$ cat src/rtl/rc6bd_ram.sv
// Generic RAM with one write port and two registered read ports.
module rc6bd_ram #(
    parameter int WIDTH = 32,
    parameter int DEPTH = 44
) (
    input  logic                     clk,
    input  logic                     wr_en,
    input  logic [$clog2(DEPTH)-1:0] wr_addr,
    input  logic [WIDTH-1:0]         wr_data,
    input  logic [$clog2(DEPTH)-1:0] rd_addr0,
    output logic [WIDTH-1:0]         rd_data0,
    input  logic [$clog2(DEPTH)-1:0] rd_addr1,
    output logic [WIDTH-1:0]         rd_data1
);

    logic [WIDTH-1:0] mem [DEPTH];

    // Write, then register both reads
    always_ff @(posedge clk)
    begin
        if (wr_en)
        begin
            mem[wr_addr] <= wr_data;
        end
        rd_data0 <= mem[rd_addr0];
        rd_data1 <= mem[rd_addr1];
    end

endmodule

$ cat config.mk
export PLATFORM = sky130hd
export DESIGN_NAME = rc6bd_ram
export DESIGN_NICKNAME = d
export VERILOG_FILES = /design/src/rtl/rc6bd_ram.sv
export SDC_FILE = /design/constraint.sdc
export NUM_CORES = 2
export LEC_CHECK = 0
export BUFFER_PORTS_ARGS = -buffer_cell sky130_fd_sc_hd__buf_4
export CORE_MARGIN = 4
export CORE_UTILIZATION = 56
export CTS_CLUSTER_SIZE = 25
export DETAILED_ROUTE_END_ITERATION = 12
export GPL_TIMING_DRIVEN = 0
export PLACE_DENSITY = 0.75
export SETUP_SLACK_MARGIN = 0.5
export SYNTH_ARGS = -nofsm -noshare
export SYNTH_HDL_FRONTEND = slang
export SYNTH_SLANG_ARGS = --single-unit
$ cat constraint.sdc
create_clock -name clk -period 4.23 [get_ports clk]
set_input_delay 0.6345 -clock clk [delete_from_list [all_inputs] [get_ports clk]]
set_output_delay 0.6345 -clock clk [all_outputs]
set_load 0.02 [all_outputs]
Yosys cells after proc, flatten, opt, wreduce, memory -nomap -nowiden
Memory sizes are Yosys's and may differ from the RTL's. A register that Yosys moved wholly into a read port is not among the register bits.
Index checks and enable logic that the tools add are counted.
{"block": "word_totals", "in_bits": 52, "regBits": 0, "word_cells": 3, "out_inout_bits": 64, "n_memories": 1, "rom_bits": 0, "ramBits": 1408, "latchBits": 0}
{"block": "classes", "bitwise_logic": 0, "mul": 0, "n_eq_ne": 0, "n_shift": 0, "muxes": 2, "addsub": 0, "magnitude_cmp": 0, "n_reduce_logical": 0, "n_div": 0}
{"memory": "mem", "depth": 44, "width": 32, "read_ports": 2, "rd_ports_with_merged_regs": 2, "wr": 1, "line": "16", "source": "logic [WIDTH-1:0] mem [DEPTH];"}
{"operator": "$mux W1", "count": 2}

Longest topological paths before layout
{"block": "logic_depth", "word_depth": 2, "ltp_mapped": 10}

Least setup slack after synthesis
No wires, ideal clock.
{"block": "synth_timing", "path_kind": "input to register", "from": "in wr_en", "to": "mem mem[8][0], enable pin", "arrival_ns": 3.624, "cell_stages": 3, "n_path_buf": 0, "setup_ns": 0.461, "slack_ns": 0.145, "required_ns": 3.769, "cell_sequence": "nor2b_1 -> or3b_2 -> nor3_1"}
{"block": "synth_between", "elab_chain_len": 2}
{"element": "start: declaration", "line": "7", "source": "input logic wr_en,"}
{"element": "$mux W1", "line": "21", "source": "if (wr_en)"}
{"element": "$mux W1 (not written as such)", "line": "23", "source": "mem[wr_addr] <= wr_data;"}
{"element": "end: declaration", "line": "16"}
No other way between the ends.

==> metrics.txt <==
status finished, violations left; failing checks max-capacitance violations, max-slew violations; Yosys top cell by area edfxtp_1; drt wl/cell 43.2 um; Max Fclk 257 MHz; Post-Syn Area about 0.066 mm^2; port bufs approximately 110; CP Class primary input to register; Setup crit start rd_addr1[3]; pwr/cell area approximately 430 mW/mm^2; fin area around 0.075 mm^2; Area contributors post-synth edfxtp_1 64%, mux4_2 24%, mux2i_1 2.8%, dfxtp_1 1.9%, nand2_1 0.91%; dpl hpwl approximately 150,000 um; Layout Cells excl Fill around 5,200; Mapped Nets 3,290; final core utilization between 60% and 70%; commonest non-fill, non-tap cell in the layout edfxtp_1; commonest non-fill, non-tap cells in the layout 1,408 x edfxtp_1, 688 x mux4_2, 186 x mux2i_1; Max Slew Vio Count 22; IO Count around 120; Post-CTS Setup Inserts 0; first-pass GRT wire length around 310,000 um; initial antenna violation count 19; RSZ-0062 raised after global routing no; startpoint types primary input; skew final between 0.03 and 0.04 ns; area of the multi-input gates approximately 0.021 mm^2; Seq. cell area roughly 0.044 mm^2; Clock Tree Root clkbuf_16; row cnt around 130; via count between 30,000 and 40,000; Post-synth EDFFs around 1,400; Detail Route Antenna Nets 0; Rel. slew slack -5.99%; Synth Register Bits around 1,500; GP Congestion between 1 and 1.5; Clock transition at path regs 0.06 ns; Data required, critical path approximately 4.9 ns; max_cap viols 2; P&R area growth vs syn 13.4%; hold crit path type primary input to register; vias in the first global route approximately 39,000; TritonCTS clock tree yes; CP arrival between 4 and 5 ns; Mapped Cells between 3,000 and 4,000; dpl cells about 4,900; Global Route Usage Sum between 30 and 40%; FF-to-FF path depth 4; dpl cell area 0.0698 mm^2; Die Width around 350 um; reg2reg start mem[42][15]$_DFFE_PP_; Least-Margin Pin Slew about 1.6 ns; Clock Path Buffers 3; fill cell count a little under 8,000; CTS buffer count about 150; CP endpoint rd_data1[15]$_DFF_P_; Hold Buf Count CTS 0; predominant post-synthesis flop cell edfxtp_1; largest net degree at the start of global routing 45; Vias/cell 7.66; Final min period about 3.9 ns; total routed wirelength 224,000 um; initial core utilization 56.5%; Starting DRT DRC Count 7,756; Remaining DRCs 0; Leakage 23.8 nW; Max VDD drop between 0.4 and 0.5 mV; crit path capture type register; die height 351 um; fin crit share 92.0%; Core Area approximately 0.12 mm^2; crit path max fanout 10; die area 0.123 mm^2; worst skew pair latency around 0.8 ns; Synth cell types 37; GRT overflow 0; synth warn 0; CTS resizes 1; H-Tree Depth 4; Fin. Hold Viols 0; sequential share of the synthesized area roughly 66%; share of Yosys cell area claimed by the top area cell type between 60 and 70%; DRT Pass-1 Iters 6; Sink Count ~1,500; flop-to-flop setup slack 1.73 ns; syn_area_per_cell a little over 20 um^2; fraction of layout cells with a size suffix above 1 between 30% and 40%; Setup Viol. Count Final 0; Post-synth ARST share 0%; reg-to-reg endpoint rd_data0[15]$_DFF_P_; nets 3,600
kinds of logic (layout without fill, tap and decap cells):
group,Yosys count,after routing,share of synthesized area (%)
flip-flops,1472,1472,66.2
multiplexers,874,874,26.4
AO/OA/AOI/OAI,360,360,3.78
AND/OR/NAND/NOR,272,272,1.78
buffers and inverters,260,693,1.80
other,0,5,0
how the worst min path moves through the flow:
stage                          from               endpoint  cells past startpoint
5_1_grt                 wr_data[19]  mem[34][19]$_DFFE_PP_                      1
3_3_place_gp   mem[3][15]$_DFFE_PP_   rd_data1[15]$_DFF_P_                      3
6_report                wr_data[19]  mem[34][19]$_DFFE_PP_                      1
4_1_cts                 wr_data[31]  mem[33][31]$_DFFE_PP_                      1
3_5_place_dp   mem[2][15]$_DFFE_PP_   rd_data1[15]$_DFF_P_                      3
2_1_floorplan  mem[8][30]$_DFFE_PP_   rd_data1[30]$_DFF_P_                      3
power by group:
group          internal, mW  switching, mW
combinational          1.05           2.00
clock                  7.35           5.66
sequential             16.1         0.0621
cells in the mapped netlist, types with 3 or more instances:
library cell  number
a211o_1           20
a211oi_1          12
a21oi_1           13
a221oi_1          23
a22o_1            12
a22oi_1           75
a31oi_1           53
buf_1             16
buf_2             85
buf_4             17
buf_6              5
clkbuf_1         135
dfxtp_1           64
edfxtp_1        1408
mux2i_1          186
mux4_2           688
nand2_1          160
nand2b_1           3
nand3_1            5
nand3b_1           4
nor2_1            63
nor2b_1            7
nor3_1             4
o211ai_1          21
o21ai_0           43
o221ai_1          12
o22ai_1           76
or3_1              5
or3b_2             5
or4_1             11
critical path, cell delays in order:
cell,delay (ns)
buf_2,0.29
clkbuf_1,0.61
clkbuf_2,0.59
clkbuf_1,0.68
nand2_1,0.39
o211ai_1,0.55
nand2_1,0.49
a31oi_1,0.28
layer usage:
layer  up-vias  global-route usage [%]  wire, um
met5         -                   0.510       186
met4        16                    23.0     17300
met3       683                    17.1     39500
met2      3848                    51.7     96000
met1     20538                    46.8     71300
li1      14728                       -         -
per-stage QoR:
stage	setup WS [ns]	TNS [ns]	power [mW]	hold slack [ns]
after detailed placement	-0.462	-1.33	19.4	0.836
after global placement	-1.68	-1040.90	19.4	0.799
after global routing	0.527	0	32.9	0.342
after floorplan	0.589	0	18.0	0.724
final	0.338	0	32.2	0.334
after CTS	0.626	0	32.1	0.312
final cells by class:
cell class | instances | share of cell area [%]
diodes | 5 | 0.0168
flip-flops and latches | 1472 | 58.4
inverters | 2 | 0.0101
clock buffers | 204 | 5.69
well taps | 1524 | 2.56
plain buffers | 258 | 1.58
repair buffers | 156 | 2.44
clock inverters | 73 | 0.684
multi-input cells | 1506 | 28.6
registers in the layout, indices dropped and copies added (netlist names):
signal	count
mem	1408
rd_data1	32
rd_data0	32
Note: power is estimated with default switching activity, not from simulation.
